$ cat src/hdl/fpe_pkg.sv
// ----------------------------------------------------------------------------
// fpe_pkg
// shared widths, types and helpers of the frustum plane extractor
// ----------------------------------------------------------------------------
`default_nettype none
package fpe_pkg;
	localparam int DATA_W        = 32;
	localparam int IDX_W         = 4;
	localparam int PLANE_W       = 3;
	localparam int FRAC_BITS_DEF = 16;
	localparam int CO_W          = 33;
	localparam int SQ_W          = 68;
	localparam int ROOT_W        = 34;
	localparam int LEN_W         = 35;
	localparam int REM_W         = 37;
	localparam logic [PLANE_W-1:0] LAST_PLANE = 3'd5;

	typedef struct packed {
		logic busy;
		logic done;
	} fpe_div_stat_t;

	function automatic logic [CO_W-1:0] mag(input logic signed [CO_W-1:0] v);
		mag = v[CO_W-1] ? CO_W'(-v) : CO_W'(v);
	endfunction
endpackage
`default_nettype wire

$ cat src/hdl/fpe_divider.sv
// ----------------------------------------------------------------------------
// fpe_divider
// bit-serial restoring divider, one quotient bit per cycle
// ----------------------------------------------------------------------------
`default_nettype none
module fpe_divider #(
	parameter int NUM_W = 50,
	parameter int DEN_W = 35
) (
	input  wire logic                 clk,
	input  wire logic                 arst_n,
	input  wire logic                 start,
	input  wire logic [NUM_W-1:0]     num,
	input  wire logic [DEN_W-1:0]     den,
	output fpe_pkg::fpe_div_stat_t    stat,
	output logic      [NUM_W-1:0]     quot
);
	localparam int CNT_W = $clog2(NUM_W + 1);

	logic [DEN_W-1:0] rem_q;
	logic [DEN_W-1:0] den_q;
	logic [NUM_W-1:0] n_q;
	logic [CNT_W-1:0] cnt_q;
	logic             busy_q;
	logic             done_q;
	logic [DEN_W:0]   tr;
	logic             ge;
	logic [DEN_W:0]   diff;

	assign tr   = {rem_q, n_q[NUM_W-1]};
	assign ge   = tr >= {1'b0, den_q};
	assign diff = tr - {1'b0, den_q};

	always_ff @(posedge clk or negedge arst_n) begin
		if (!arst_n) begin
			busy_q <= 1'b0;
			done_q <= 1'b0;
		end else begin
			done_q <= 1'b0;
			if (start) begin
				busy_q <= 1'b1;
				n_q    <= num;
				den_q  <= den;
				rem_q  <= '0;
				cnt_q  <= CNT_W'(NUM_W);
			end else if (busy_q) begin
				rem_q <= ge ? diff[DEN_W-1:0] : tr[DEN_W-1:0];
				n_q   <= {n_q[NUM_W-2:0], ge};
				cnt_q <= cnt_q - 1'b1;
				if (cnt_q == CNT_W'(1)) begin
					busy_q <= 1'b0;
					done_q <= 1'b1;
				end
			end
		end
	end

	assign stat.busy = busy_q;
	assign stat.done = done_q;
	assign quot      = n_q;
endmodule
`default_nettype wire

$ cat src/hdl/frustum_plane_extractor_unit.sv
// ----------------------------------------------------------------------------
// frustum_plane_extractor_unit
// loads a 4x4 matrix and emits six normalized frustum planes
// ----------------------------------------------------------------------------
// a beat with index below 15 is only stored; index 15 starts the six planes, each
// with its normal squared by the bit-serial squarer, rooted by the bit-serial root,
// rounded, and its coefficients divided by the bit-serial divider (root and division
// skipped for a zero normal); input is stalled until the sixth plane has been loaded
// into the output register; reset clears control state; matrix entries are undefined until written
`default_nettype none
module frustum_plane_extractor_unit #(
	parameter int FRAC_BITS = fpe_pkg::FRAC_BITS_DEF
) (
	input  wire logic                                clk,
	input  wire logic                                arst_n,
	input  wire logic                                in_valid,
	output logic                                     in_stall,
	input  wire logic signed [fpe_pkg::DATA_W-1:0]   matrix_element,
	input  wire logic        [fpe_pkg::IDX_W-1:0]    element_index,
	output logic                                     out_valid,
	input  wire logic                                out_stall,
	output logic             [fpe_pkg::PLANE_W-1:0]  plane_index,
	output logic signed      [fpe_pkg::DATA_W-1:0]   coef_a,
	output logic signed      [fpe_pkg::DATA_W-1:0]   coef_b,
	output logic signed      [fpe_pkg::DATA_W-1:0]   coef_c,
	output logic signed      [fpe_pkg::DATA_W-1:0]   coef_d,
	output logic                                     degenerate,
	output logic                                     last_plane
);
	localparam int DW     = fpe_pkg::DATA_W;
	localparam int CW     = fpe_pkg::CO_W;
	localparam int SW     = fpe_pkg::SQ_W;
	localparam int RW     = fpe_pkg::ROOT_W;
	localparam int LW     = fpe_pkg::LEN_W;
	localparam int MW     = fpe_pkg::REM_W;
	localparam int NUM_W  = CW + FRAC_BITS + 1;
	localparam int CNT_W  = 6;
	localparam logic [CNT_W-1:0] SQ_LAST = CNT_W'(CW - 1);
	localparam logic [CNT_W-1:0] RT_LAST = CNT_W'(RW - 1);
	localparam logic [NUM_W-1:0] POS_MAX = NUM_W'(64'h7fffffff);
	localparam logic [NUM_W-1:0] NEG_MAX = NUM_W'(64'h80000000);

	typedef enum logic [3:0] {
		S_IDLE, S_FORM, S_SQLD, S_SQR, S_RTLD, S_ROOT, S_RND, S_DIVLD, S_DIVW, S_EMIT
	} state_t;

	state_t                         state_q;
	logic [DW-1:0]                  store_q [16];
	logic signed [CW-1:0]           co_q [4];
	logic signed [DW-1:0]           res_q [4];
	logic signed [CW-1:0]           w_q;
	logic [fpe_pkg::PLANE_W-1:0]    plane_q;
	logic [1:0]                     k_q;
	logic                           half_q;
	logic [CNT_W-1:0]               cnt_q;
	logic                           degen_q;
	logic [CW-1:0]                  msq_q;
	logic [SW-1:0]                  adq_q;
	logic [SW-1:0]                  acc_q;
	logic [SW-1:0]                  rad_q;
	logic [MW-1:0]                  rem_q;
	logic [RW-1:0]                  root_q;
	logic [LW-1:0]                  len_q;

	logic [fpe_pkg::IDX_W-1:0]      rd_addr;
	logic signed [CW-1:0]           rd_val;
	logic signed [CW-1:0]           co_k;
	logic [MW-1:0]                  remsh;
	logic [MW-1:0]                  trial;
	logic [NUM_W-1:0]               div_num;
	logic [NUM_W-1:0]               quot;
	fpe_pkg::fpe_div_stat_t         div_stat;
	logic [DW-1:0]                  sat_q;
	logic [DW-1:0]                  sat_d;
	logic                           emit_ok;

	assign in_stall = state_q != S_IDLE;
	assign rd_addr  = half_q ? {k_q, plane_q[2:1]} : {k_q, 2'b11};
	assign rd_val   = CW'(signed'(store_q[rd_addr]));
	assign co_k     = co_q[k_q];
	assign remsh    = {rem_q[MW-3:0], rad_q[SW-1:SW-2]};
	assign trial    = {1'b0, root_q, 2'b01};
	assign div_num  = (NUM_W'(fpe_pkg::mag(co_k)) << FRAC_BITS) + NUM_W'(len_q >> 1);
	assign emit_ok  = !out_valid || !out_stall;

	always_comb begin
		if (co_k[CW-1]) begin
			sat_q = (quot > NEG_MAX) ? 32'h80000000 : DW'(-quot);
		end else begin
			sat_q = (quot > POS_MAX) ? 32'h7fffffff : quot[DW-1:0];
		end
		if (co_q[3] > CW'(signed'(32'h7fffffff))) begin
			sat_d = 32'h7fffffff;
		end else if (co_q[3] < CW'(signed'(32'h80000000))) begin
			sat_d = 32'h80000000;
		end else begin
			sat_d = co_q[3][DW-1:0];
		end
	end

	fpe_divider #(
		.NUM_W(NUM_W),
		.DEN_W(LW)
	) u_div (
		.clk   (clk),
		.arst_n(arst_n),
		.start (state_q == S_DIVLD),
		.num   (div_num),
		.den   (len_q),
		.stat  (div_stat),
		.quot  (quot)
	);

	always_ff @(posedge clk or negedge arst_n) begin
		if (!arst_n) begin
			state_q   <= S_IDLE;
			out_valid <= 1'b0;
			plane_q   <= '0;
			k_q       <= '0;
			half_q    <= 1'b0;
			cnt_q     <= '0;
		end else begin
			if (out_valid && !out_stall && state_q != S_EMIT) begin
				out_valid <= 1'b0;
			end
			unique case (state_q)
				S_IDLE: begin
					if (in_valid) begin
						store_q[element_index] <= matrix_element;
						if (element_index == 4'd15) begin
							state_q <= S_FORM;
							plane_q <= '0;
							k_q     <= '0;
							half_q  <= 1'b0;
						end
					end
				end
				S_FORM: begin
					if (!half_q) begin
						w_q    <= rd_val;
						half_q <= 1'b1;
					end else begin
						co_q[k_q] <= plane_q[0] ? w_q - rd_val : w_q + rd_val;
						half_q    <= 1'b0;
						k_q       <= k_q + 1'b1;
						if (k_q == 2'd3) begin
							state_q <= S_SQLD;
							acc_q   <= '0;
						end
					end
				end
				S_SQLD: begin
					msq_q   <= fpe_pkg::mag(co_k);
					adq_q   <= SW'(fpe_pkg::mag(co_k));
					cnt_q   <= '0;
					state_q <= S_SQR;
				end
				S_SQR: begin
					if (msq_q[0]) begin
						acc_q <= acc_q + adq_q;
					end
					adq_q <= adq_q << 1;
					msq_q <= msq_q >> 1;
					cnt_q <= cnt_q + 1'b1;
					if (cnt_q == SQ_LAST) begin
						if (k_q == 2'd2) begin
							state_q <= S_RTLD;
							k_q     <= '0;
						end else begin
							k_q     <= k_q + 1'b1;
							state_q <= S_SQLD;
						end
					end
				end
				S_RTLD: begin
					if (acc_q == '0) begin
						res_q[0] <= '0;
						res_q[1] <= '0;
						res_q[2] <= '0;
						res_q[3] <= sat_d;
						degen_q  <= 1'b1;
						state_q  <= S_EMIT;
					end else begin
						rad_q   <= acc_q;
						rem_q   <= '0;
						root_q  <= '0;
						cnt_q   <= '0;
						degen_q <= 1'b0;
						state_q <= S_ROOT;
					end
				end
				S_ROOT: begin
					rad_q <= rad_q << 2;
					if (remsh >= trial) begin
						rem_q  <= remsh - trial;
						root_q <= {root_q[RW-2:0], 1'b1};
					end else begin
						rem_q  <= remsh;
						root_q <= {root_q[RW-2:0], 1'b0};
					end
					cnt_q <= cnt_q + 1'b1;
					if (cnt_q == RT_LAST) begin
						state_q <= S_RND;
					end
				end
				S_RND: begin
					len_q   <= LW'(root_q) + LW'(rem_q > MW'(root_q));
					k_q     <= '0;
					state_q <= S_DIVLD;
				end
				S_DIVLD: begin
					state_q <= S_DIVW;
				end
				S_DIVW: begin
					if (div_stat.done) begin
						res_q[k_q] <= sat_q;
						k_q        <= k_q + 1'b1;
						state_q    <= (k_q == 2'd3) ? S_EMIT : S_DIVLD;
					end
				end
				S_EMIT: begin
					if (emit_ok) begin
						out_valid   <= 1'b1;
						plane_index <= plane_q;
						coef_a      <= res_q[0];
						coef_b      <= res_q[1];
						coef_c      <= res_q[2];
						coef_d      <= res_q[3];
						degenerate  <= degen_q;
						last_plane  <= plane_q == fpe_pkg::LAST_PLANE;
						k_q         <= '0;
						half_q      <= 1'b0;
						if (plane_q == fpe_pkg::LAST_PLANE) begin
							state_q <= S_IDLE;
						end else begin
							plane_q <= plane_q + 1'b1;
							state_q <= S_FORM;
						end
					end
				end
				default: state_q <= S_IDLE;
			endcase
		end
	end
endmodule
`default_nettype wire

$ cat config.mk
export PLATFORM = sky130hd
export DESIGN_NAME = frustum_plane_extractor_unit
export DESIGN_NICKNAME = d
export VERILOG_FILES = /design/src/hdl/fpe_pkg.sv /design/src/hdl/fpe_divider.sv /design/src/hdl/frustum_plane_extractor_unit.sv
export SDC_FILE = /design/constraint.sdc
export NUM_CORES = 2
export LEC_CHECK = 0
export BUFFER_PORTS_ARGS = -buffer_cell sky130_fd_sc_hd__buf_2
export CAP_MARGIN = 20
export CORE_AREA = 2 2 362 364
export CTS_BUF_LIST = sky130_fd_sc_hd__clkbuf_2 sky130_fd_sc_hd__clkbuf_4 sky130_fd_sc_hd__clkbuf_8
export DETAILED_ROUTE_END_ITERATION = 16
export DIE_AREA = 0 0 364 366
export PLACE_DENSITY = 0.76
export SYNTH_ARGS = -nofsm -noshare
export SYNTH_HDL_FRONTEND = slang
export SYNTH_SLANG_ARGS = --single-unit
$ cat constraint.sdc
create_clock -name clk -period 17.22 [get_ports clk]
set_clock_uncertainty 0.2 [all_clocks]
set_input_delay 1.722 -clock clk [delete_from_list [all_inputs] [get_ports clk]]
set_output_delay 1.722 -clock clk [all_outputs]
set_load 0.01 [all_outputs]
==> results by group <==
Run status
  – Status: completed

Drt
  – DR vias: approximately 47,000
  – Detail Route Antenna Nets: 0
  – DR iter-0 viols: around 5,000
  – Via density per instance: ~6.0
  – 1st-pass router iterations: 5
  – Routed WL per cell: between 20 and 25 microns
  – DR DRC count: 0
  – Total routed wirelength: around 170,000 microns

Pwr
  – PwrDens: approximately 190 mW/mm^2
  – Sequential power share: 0.356
  – P_sw: 5.654 mW
  – Clock power share: 0.202
  – VDD IR max: about 160 uV
  – Int Pwr: about 8.6 mW
  – Leakage: ~28 nW
  – Logic pwr share: 0.442
  – Switching share of power: 0.3960

Critical path
  – Worst EP required: about 18 ns
  – Critical Path Start Type: flop
  – Critical-path maximum fanout: between 80 and 90
  – Critical R2R Capture: co_q[1][32]$_DFFE_PP_
  – WP data arrival: 8.13 ns
  – Setup CP Type: flop to flop
  – Crit. End Element: flop
  – Worst setup startpoint: plane_q[2]$_DFFE_PN0P_
  – Worst reg2reg startpoint: plane_q[2]$_DFFE_PN0P_
  – Reg2reg setup slack: around 9.5 ns
  – Reg2Reg Depth: 22

STA
  – Crit share post-route: 0.4456
  – Slew @ Worst Pin: 1.203 ns
  – Finish-stage setup viols: 0
  – RSZ-0062 raised after global routing: no
  – Setup TNS Final: 0 ns
  – Final hold vios: 0
  – Fmax: between 0.1 and 0.15 GHz
  – Post-route setup slack: between 9 and 10 ns
  – Slew headroom: 0.1877
  – Final critical-path required period: 7.674 ns
  – Slew Limit Fails: 0

Placement
  – Port bufs: between 150 and 200
  – Worst slack, placed: approximately 9.5 ns
  – Detailed placement HPWL: ~110,000 microns
  – Routability congestion estimate: between 0.9 and 1
  – Dpl cells: between 7,000 and 8,000

Clock network
  – Resized cells post-CTS: 0
  – Clock Latency Late Sink: ~0.97 ns
  – Total clock buffers created by CTS: 220
  – Cts hold-fix bufs: 0
  – CTS tree: built
  – Clock transition at the registers of the reported paths: ~0.070 ns
  – # clock sinks: around 1,400
  – Post-CTS Repair Setup Buffers: 0
  – Root buf cell: clkbuf_8
  – H-Tree Level Count: 4
  – Clk buf depth: 3

Floorplanning
  – Initial core utilization: 0.5367
  – Die span in x: 364 microns
  – Row count: 132
  – Ports: roughly 180
  – Die Ht: about 370 microns
  – Die Area: about 0.13 sq mm
  – Core ar.: 0.1290 sq mm

Min path
  – Hold Path End: coef_d[29]$_DFFE_PP_
  – Worst Hold Launch: res_q[3][29]$_DFFE_PP_
  – Class of the worst hold path: flop to flop
  – Hold path cells: 0

Yosys
  – Netlist cell types: 91
  – Post-synth top area share: 0.6103
  – Syn avg cell area: roughly 12 sq um
  – Warnings, synthesis: 0
  – Post-Syn Nets: around 5,900
  – Yosys top cell by area: edfxtp_1
  – EDFF count, synth: approximately 1,400
  – Synth area leaders: edfxtp_1 61%, nand2_1 4.1%, ha_1 3.7%
  – Synthesized area: roughly 0.069 sq mm
  – Ys flop type: edfxtp_1
  – #FFs+latches synth: about 1,400
  – Syn Inst Count: approximately 5,700
  – Sequential area share after synthesis: 0.6172
  – Synth async-reset ratio: 0.01332
  – Most frequent cell after synthesis: edfxtp_1
  – Commonest cells in the synthesized netlist: 1,407 x edfxtp_1, 751 x nand2_1, 415 x nor2_1

Global routing
  – Vias in the first global route: ~45,000
  – Overflow left after global routing: 0
  – Gr usage total: 0.2494
  – Global-route wire length before repair: between 200,000 and 300,000 microns
  – Number of antenna violations at the first check in global routing: 12
  – Largest net degree at the start of global routing: about 90

Final layout
  – Non-Filler Instances: between 7,000 and 8,000
  – Layout cells sized above 1: 0.1252
  – Fin nets: just over 6,000
  – Fillers: approximately 10,000
  – P&R area growth vs syn: 10.63%

Flow run
  – Max-Cap Viols: 0
## cell type report
type	count	area, sq um	area share
antenna	4	10.01	0.0001307
clock inverter	105	853.3	0.01114
timing repair buffer	246	1434	0.01872
inverter	179	671.9	0.008773
tap	1742	2180	0.02846
clock buffer	302	3719	0.04856
sequential	1426	42740	0.5580
multi-input combinational	3796	24980	0.3262
## cells by family (layout without fill, tap and decap cells)
kind of cell | after synthesis | count (layout) | synth area share
AND/OR/NAND/NOR | 1848 | 1848 | 0.1244
flip-flops | 1426 | 1426 | 0.6172
AO/OA/AOI/OAI | 1279 | 1279 | 0.1201
buffers and inverters | 455 | 832 | 0.02568
XOR/XNOR | 243 | 243 | 0.03075
multiplexers | 216 | 216 | 0.04340
adder cells (fa/ha/maj) | 210 | 210 | 0.03839
other | 0 | 4 | 0
## registers in the layout (all words and copies together) (netlist names), 33 cells and up
signal / flops
u_div.quot: 50
u_div.rem_q: 35
store_q: 512
acc_q: 68
root_q: 34
adq_q: 68
rad_q: 68
u_div.den_q: 35
msq_q: 33
len_q: 35
rem_q: 37
res_q: 128
co_q: 132
## how the worst max path moves through the flow
stage | cells past startpoint | end
2_1_floorplan | 3 | rad_q[0]$_SDFFCE_PP0P_
3_3_place_gp | 21 | co_q[0][32]$_DFFE_PP_
3_5_place_dp | 21 | co_q[2][32]$_DFFE_PP_
4_1_cts | 21 | co_q[1][32]$_DFFE_PP_
5_1_grt | 22 | co_q[1][32]$_DFFE_PP_
6_report | 22 | co_q[1][32]$_DFFE_PP_
## critical path: stages (launching register included)
cell and delay [ns]:
dfrtp_1 0.33, buf_4 0.46, nand2b_4 0.23, buf_4 0.76, buf_4 0.70, a31oi_1 0.15
mux4_2 0.60, a21oi_1 0.27, nand3b_1 0.28, nor3_1 0.47, a21oi_1 0.14, xnor2_1 0.16
ha_1 0.34, a21o_1 0.20, a21o_1 0.20, a21o_1 0.19, a21o_1 0.17, a21o_1 0.19
a21oi_1 0.13, o21ai_0 0.11, and4_1 0.22, a2111oi_0 0.52, xnor2_1 0.20
## power by group through the flow
stage | sequential (mW) | clock (mW) | combinational, mW
after floorplan | 5.00 | 0 | 4.60
after global placement | 5.13 | 0 | 6.00
after detailed placement | 5.14 | 0 | 6.19
after CTS | 5.07 | 2.93 | 6.23
after global routing | 5.11 | 3.08 | 6.89
final | 5.08 | 2.89 | 6.31
## cell usage in the layout, fill, tap and decap left out, types with 57 or more instances in the layout
cell and count:
nand3_1 97, and2_1 124, buf_4 72, inv_1 175, nor2_1 398, a21o_1 146, mux2i_1 133, a21oi_1 337
edfxtp_1 1407, a31oi_1 89, clkbuf_8 232, ha_1 206, o21a_1 87, buf_2 173, a211oi_1 91, xnor2_1 168
nand2_1 750, clkbuf_4 70, nor2b_1 57, o21ai_0 218, nor4_1 58, xor2_1 75, mux4_2 63, nor3_1 75
## per-stage QoR
stage / hold slack (ns) / cell area, sq um / util / power (mW)
3_3_place_gp: 0.2006 / 71970 / 0.5580 / 11.12
2_1_floorplan: 0.2003 / 69230 / - / 9.604
6_report: 0.1900 / 76580 / 0.5937 / 14.28
5_1_grt: 0.2084 / 76580 / 0.5937 / 15.09
3_5_place_dp: 0.2045 / 71970 / 0.5580 / 11.33
4_1_cts: 0.1877 / 76550 / 0.5934 / 14.23
## routing by layer
| metal | routed length [microns] | vias to the layer above | GRT usage |
|---|---|---|---|
| met3 | 14120 | 370 | 0.04620 |
| met4 | 6195 | 8 | 0.1009 |
| met2 | 77730 | 2121 | 0.3893 |
| met1 | 70750 | 22630 | 0.3458 |
| li1 | - | 21670 | - |
| met5 | 51 | - | 0 |
No activity file was read; power rests on OpenSTA's default activity.
